[config.mk]
export PLATFORM = sky130hd
export DESIGN_NAME = q32nsi_ctrl
export DESIGN_NICKNAME = d
export VERILOG_FILES = /design/src/rtl/core/q32nsi_pkg.sv /design/src/rtl/core/q32nsi_ctrl.sv
export VERILOG_INCLUDE_DIRS = /design/src /design/src/rtl/core
export SDC_FILE = /design/constraint.sdc
export NUM_CORES = 1
export LEC_CHECK = 0
export ABC_AREA = 1
export BUFFER_PORTS_ARGS = -buffer_cell sky130_fd_sc_hd__buf_2
export CAP_MARGIN = 10
export CORE_MARGIN = 3
export CORE_UTILIZATION = 50
export DETAILED_ROUTE_END_ITERATION = 10
export GPL_ROUTABILITY_DRIVEN = 0
export HOLD_SLACK_MARGIN = 0.06
export PLACE_DENSITY_LB_ADDON = 0.12
export SYNTH_ARGS = -nofsm -noshare
export SYNTH_HDL_FRONTEND = slang
export SYNTH_SLANG_ARGS = --single-unit
[constraint.sdc]
create_clock -name i_clk -period 2.9 [get_ports i_clk]
set_clock_uncertainty 0.2 [all_clocks]
set_input_delay 0.725 -clock i_clk [delete_from_list [all_inputs] [get_ports i_clk]]
set_output_delay 0.725 -clock i_clk [all_outputs]
set_load 0.05 [all_outputs]
[src/rtl/core/q32_nonlinear_scale_iteration_unit_macros.svh]
// Assertion helpers used by the controller. Clock i_clk, reset i_rst_n (active low).
`ifndef Q32_NONLINEAR_SCALE_ITERATION_UNIT_MACROS_SVH
`define Q32_NONLINEAR_SCALE_ITERATION_UNIT_MACROS_SVH

// same-cycle implication
`define Q32NSI_ASSERT_IMP(label, ante, cons, msg) \
    label: assert property (@(posedge i_clk) disable iff (!i_rst_n) \
        (ante) |-> (cons)) else $error(msg);

// next-cycle implication
`define Q32NSI_ASSERT_NXT(label, ante, cons, msg) \
    label: assert property (@(posedge i_clk) disable iff (!i_rst_n) \
        (ante) |=> (cons)) else $error(msg);

`endif

[src/rtl/core/q32nsi_pkg.sv]
package q32nsi_pkg;

    localparam int COMP_W     = 64;
    localparam int CFG_DATA_W = 32;
    localparam int CFG_IDX_W  = 2;
    localparam int ITER_W     = 8;
    localparam int REFRESH_W  = 5;
    localparam int LANES      = 4;

    localparam logic [CFG_IDX_W-1:0] CFG_IDX_ITER    = 2'd0;
    localparam logic [CFG_IDX_W-1:0] CFG_IDX_ALPHA   = 2'd1;
    localparam logic [CFG_IDX_W-1:0] CFG_IDX_GAIN    = 2'd2;
    localparam logic [CFG_IDX_W-1:0] CFG_IDX_REFRESH = 2'd3;

    // operand selection for the multiplier lanes
    typedef enum logic [1:0] {
        MSEL_SQUARE,
        MSEL_SCALE,
        MSEL_GAIN,
        MSEL_ALPHA
    } t_mul_sel;

    // destination of the lane results
    typedef enum logic [2:0] {
        WB_NONE,
        WB_POINT,
        WB_MAG,
        WB_GM,
        WB_SCALE
    } t_wb;

    typedef struct packed {
        t_mul_sel mul_sel;
        t_wb      wb;
        logic     load_in;
        logic     load_out;
    } t_dp_cmd;

endpackage

[src/rtl/core/q32nsi_ctrl.sv]
`include "q32_nonlinear_scale_iteration_unit_macros.svh"

module q32nsi_ctrl (
    input  logic                 i_clk,
    input  logic                 i_rst_n,
    input  logic                 i_in_valid,
    output logic                 o_in_stall,
    output logic                 o_out_valid,
    input  logic                 i_out_stall,
    input  logic [7:0]           i_iter_count,
    input  logic [4:0]           i_refresh,
    output q32nsi_pkg::t_dp_cmd  o_cmd
);

    typedef enum logic [3:0] {
        S_IDLE,
        S_SQ_MUL,
        S_SQ_WB,
        S_GAIN_MUL,
        S_GAIN_WB,
        S_ALPHA_MUL,
        S_ALPHA_WB,
        S_SC_MUL,
        S_SC_WB,
        S_DONE
    } t_state;

    t_state     r_state;
    logic [7:0] r_iter;
    logic [4:0] r_phase;
    logic       r_out_valid;

    logic [7:0] n_iter;
    logic [4:0] n_phase;
    logic [5:0] phase_inc;
    logic [4:0] interval;
    logic       out_free;

    // interval of zero behaves as one
    assign interval  = (i_refresh == 5'd0) ? 5'd1 : i_refresh;
    assign phase_inc = {1'b0, r_phase} + 6'd1;
    assign n_phase   = (phase_inc >= {1'b0, interval}) ? 5'd0 : phase_inc[4:0];
    assign n_iter    = r_iter + 8'd1;
    assign out_free  = !r_out_valid || !i_out_stall;

    always_ff @(posedge i_clk) begin
        if (!i_rst_n) begin
            r_state     <= S_IDLE;
            r_iter      <= '0;
            r_phase     <= '0;
            r_out_valid <= 1'b0;
        end else begin
            // in S_DONE the hand-off below decides the next valid
            if (r_out_valid && !i_out_stall && r_state != S_DONE) begin
                r_out_valid <= 1'b0;
            end
            case (r_state)
                S_IDLE: begin
                    if (i_in_valid) begin
                        r_iter  <= '0;
                        r_phase <= '0;
                        r_state <= (i_iter_count == 8'd0) ? S_DONE : S_SQ_MUL;
                    end
                end
                S_SQ_MUL:    r_state <= S_SQ_WB;
                S_SQ_WB:     r_state <= S_GAIN_MUL;
                S_GAIN_MUL:  r_state <= S_GAIN_WB;
                S_GAIN_WB:   r_state <= S_ALPHA_MUL;
                S_ALPHA_MUL: r_state <= S_ALPHA_WB;
                S_ALPHA_WB:  r_state <= S_SC_MUL;
                S_SC_MUL:    r_state <= S_SC_WB;
                S_SC_WB: begin
                    r_iter  <= n_iter;
                    r_phase <= n_phase;
                    if (n_iter == i_iter_count) begin
                        r_state <= S_DONE;
                    end else if (n_phase == 5'd0) begin
                        r_state <= S_SQ_MUL;
                    end else begin
                        r_state <= S_SC_MUL;
                    end
                end
                S_DONE: begin
                    if (out_free) begin
                        r_out_valid <= 1'b1;
                        r_state     <= S_IDLE;
                    end
                end
                default: r_state <= S_IDLE;
            endcase
        end
    end

    always_comb begin
        o_cmd.mul_sel  = q32nsi_pkg::MSEL_SCALE;
        o_cmd.wb       = q32nsi_pkg::WB_NONE;
        o_cmd.load_in  = 1'b0;
        o_cmd.load_out = 1'b0;
        case (r_state)
            S_IDLE:      o_cmd.load_in  = 1'b1;
            S_SQ_MUL:    o_cmd.mul_sel  = q32nsi_pkg::MSEL_SQUARE;
            S_SQ_WB:     o_cmd.wb       = q32nsi_pkg::WB_MAG;
            S_GAIN_MUL:  o_cmd.mul_sel  = q32nsi_pkg::MSEL_GAIN;
            S_GAIN_WB:   o_cmd.wb       = q32nsi_pkg::WB_GM;
            S_ALPHA_MUL: o_cmd.mul_sel  = q32nsi_pkg::MSEL_ALPHA;
            S_ALPHA_WB:  o_cmd.wb       = q32nsi_pkg::WB_SCALE;
            S_SC_MUL:    o_cmd.mul_sel  = q32nsi_pkg::MSEL_SCALE;
            S_SC_WB:     o_cmd.wb       = q32nsi_pkg::WB_POINT;
            S_DONE:      o_cmd.load_out = out_free;
            default: ;
        endcase
    end

    assign o_in_stall  = (r_state != S_IDLE);
    assign o_out_valid = r_out_valid;

    `Q32NSI_ASSERT_NXT(a_accept_start, i_in_valid && r_state == S_IDLE,
        r_state == S_DONE || r_state == S_SQ_MUL, "bad state after request accept")
    `Q32NSI_ASSERT_IMP(a_iter_bound, r_state != S_IDLE && r_state != S_DONE,
        r_iter < i_iter_count, "iteration counter past count")
    `Q32NSI_ASSERT_IMP(a_phase_bound, r_state != S_IDLE && r_state != S_DONE,
        r_phase < interval, "refresh phase out of range")
    `Q32NSI_ASSERT_NXT(a_done_hand, r_state == S_DONE && out_free,
        r_out_valid && r_state == S_IDLE, "finished request not presented")

endmodule

==> impl_metrics.env <==
export IMPL_status="completed"
export IMPL_grt_first_pass_wirelength_um=4830
export IMPL_powerDensity_mw_per_mm2=506
export IMPL_grt_pass1_vias=1169
export IMPL_yosys_area_share_adder_pct=6.33
export IMPL_die_area_mm2=0.00343
export IMPL_max_stage_delay_ps=440
export IMPL_fin_area_mm2=0.00158
export IMPL_cts_clk_slew_worst_paths_ps=110
export IMPL_synth_seq_cells=18
export IMPL_synth_area_top_cells="dfxtp_1 26%, nand2_1 14%, nand3_1 9.0%"
export IMPL_critPathLaunchType="flop"
export IMPL_p_total_uw=797
export IMPL_core_mm2=0.00254
export IMPL_synth_seq_area_share_pct=26.1
export IMPL_antenna_left=0
export IMPL_grt_use_total_pct=17.8
export IMPL_dpl_worst_slack_ps=310
export IMPL_grt_start_max_net_pins=18
export IMPL_max_slew_margin_pct=66.1
export IMPL_rows=18
export IMPL_root_buffer="clkbuf_4"
export IMPL_synth_avg_cell_area_um2=6.28
export IMPL_rrSetupSlack_ps=410
export IMPL_ir_drop_mv=0.476
export IMPL_num_fill_cells=262
export IMPL_synth_top_area_cell="dfxtp_1"
export IMPL_critPathMaxFanout=5
export IMPL_initial_core_util_pct=54.3
export IMPL_synth_top_family_by_area="simple AND/OR/NAND/NOR gates"
export IMPL_cts_tree="yes"
export IMPL_cap_violations=0
export IMPL_hold_worst_slack_ps=273
export IMPL_num_io_pins=26
export IMPL_overflow=0
export IMPL_finalCriticalPeriod_ps=2490
export IMPL_h_tree_depth=1
export IMPL_cts_hold_buf=0
export IMPL_clk_path_buf_depth=2
export IMPL_dr_pass1_iters=4
export IMPL_drc_errors=0
export IMPL_final_common_cell="nand2_1"
export IMPL_critPathTopFamily="simple AND/OR/NAND/NOR gates"
export IMPL_slowest_stage="dfxtp_1"
export IMPL_synth_top_cell_area_share_pct=26.1
export IMPL_clock_sinks=18
export IMPL_synth_simple_gate_area_share_pct=40.0
export IMPL_placed_cell_area_mm2=0.00154
export IMPL_cts_resized=0
export IMPL_period_share_pct=86.0
export IMPL_drt_iter0_drc=45
export IMPL_fin_nets=272
export IMPL_route_vias_total=1386
export IMPL_cp_num_buf_inv=1
export IMPL_layout_drive_gt1_share_pct=18.6
export IMPL_ys_warn_count=0
export IMPL_crit_path_end_kind="flop"
export IMPL_antennaDiodeCount=0
export IMPL_place_detailed_hpwl_um=2230
export IMPL_die_h_um=58.6
export IMPL_final_cell_mix="52 x nand2_1, 33 x inv_1, 25 x nand3_1, 25 x buf_2, 23 x nor2_1"
export IMPL_synthDistinctLibCells=30
export IMPL_syn_num_nets=244
export IMPL_post_cts_repair_setup_buffers=0
export IMPL_syn2layout_area_growth_pct=14.0
export IMPL_timing_final_ws_setup_ps=407
export IMPL_cellLeakagePower_nw=0.736
export IMPL_numCtsBuffers=3
export IMPL_report_final_slew_viol_count=0
export IMPL_final_setup_tns_ps=0
export IMPL_vias_per_cell=5.00
export IMPL_synth_cells=220
export IMPL_critical_path_arrival_ps=2520
export IMPL_fmax_mhz=401
export IMPL_worst_slew_pin_slew_ps=505
export IMPL_cp_required_ps=2920
export IMPL_synth_compound_area_share_pct=12.2
export IMPL_die_x_um=58.6
export IMPL_synth_area_mm2=0.00138
export IMPL_setup_violations=0
export IMPL_crit_chain="ha_1 -> nand3_1 -> xor2_1 -> ha_1 -> inv_1 -> o21bai_1 -> nor2_1 -> nand2_1 -> nor2_1 -> nor2_1 -> nand3_1 -> nand3_1 -> a21oi_1"
export IMPL_port_buffers=25
export IMPL_synth_xor_xnor_area_share_pct=4.43
export IMPL_synthMuxAreaShare_pct=0
export IMPL_worstHoldPathType="flop to flop"
export IMPL_antenna_found_initial=0
export IMPL_final_hold_viol_count=0
export IMPL_post_drt_wl_per_cell_um=10.2
export IMPL_critPathKind="flop to flop"
export IMPL_rsz0062_at_grt="false"
export IMPL_routed_wl_um=2820
export IMPL_clkLatencyLatePin_ps=300
power breakdown:
group          total [mW]  internal (mW)  switching, mW
Clock               0.156         0.0766         0.0798
Sequential          0.277          0.261         0.0154
Combinational       0.364         0.0894          0.275
metal layers:
layer / part of all wire, % / global-route usage, % / vias up
met1: 49 / 22.2 / 598
met3: 4.1 / 4.61 / 2
met4: 0.67 / 4.53 / 0
met2: 46 / 30.5 / 20
li1: - / - / 766
met5: 0 / 0 / -
logic make-up (layout without fill, tap and decap cells):
family	count (synthesis)	count (layout)
fa+ha+maj	7	7
simple gates	118	118
compound gates	30	30
xor+xnor	7	7
buf+inv	40	67
flops	18	18
worst register-to-register path, cell delays in order, from the launching register on:
cell and delay, ps:
dfxtp_1 440, ha_1 210, nand3_1 100, xor2_1 240
ha_1 290, inv_1 60, o21bai_1 70, nor2_1 160
nand2_1 120, nor2_1 140, nor2_1 60, nand3_1 80
nand3_1 90, a21oi_1 150
through the flow:
step,util [%],instances
5_1_grt,61.9,277
2_1_floorplan,-,220
4_1_cts,61.9,277
3_3_place_gp,60.5,273
6_report,61.9,277
3_5_place_dp,60.5,273
worst paths after layout:
| path | start | cells after the start | end |
|---|---|---|---|
| min reg2reg | r_phase[4] | 2 | r_phase[4] |
| min | r_phase[4] | 2 | r_phase[4] |
| max reg2reg | r_phase[0] | 13 | r_state[1] |
| max | r_phase[0] | 13 | r_state[1] |
sequential cells by signal, summed over array words and instances, names as in the netlist:
register     count
o_out_valid      1
r_state          4
r_phase          5
r_iter           8
Yosys cell counts:
master and instances:
a41o_1 1, a21oi_2 1, nand2_1 52, nor2_1 23
dfxtp_1 18, a31oi_1 1, clkinv_1 1, o21ai_0 6
o41ai_1 1, nor3b_1 1, nand4_1 2, nand3b_1 1
inv_1 33, a21oi_1 17, xor2_1 5, nor4_1 2
o21ai_1 1, clkbuf_1 1, nor2_4 3, nand3_1 25
xnor2_1 2, nand2_2 3, ha_1 7, buf_1 1
nand2_4 1, nor2_2 2, inv_2 3, nand3_2 3
o21bai_1 2, buf_2 1
area by class of cell:
| type | count | area [µm²] | area share (%) |
|---|---|---|---|
| Clock buffer | 4 | 36.3 | 2.30 |
| Inverter | 37 | 139 | 8.81 |
| Multi-Input combinational cell | 162 | 871 | 55.2 |
| Sequential cell | 18 | 360 | 22.9 |
| Tap cell | 30 | 37.5 | 2.38 |
| Timing Repair Buffer | 26 | 133 | 8.41 |
No activity file was read; power rests on OpenSTA's default activity.
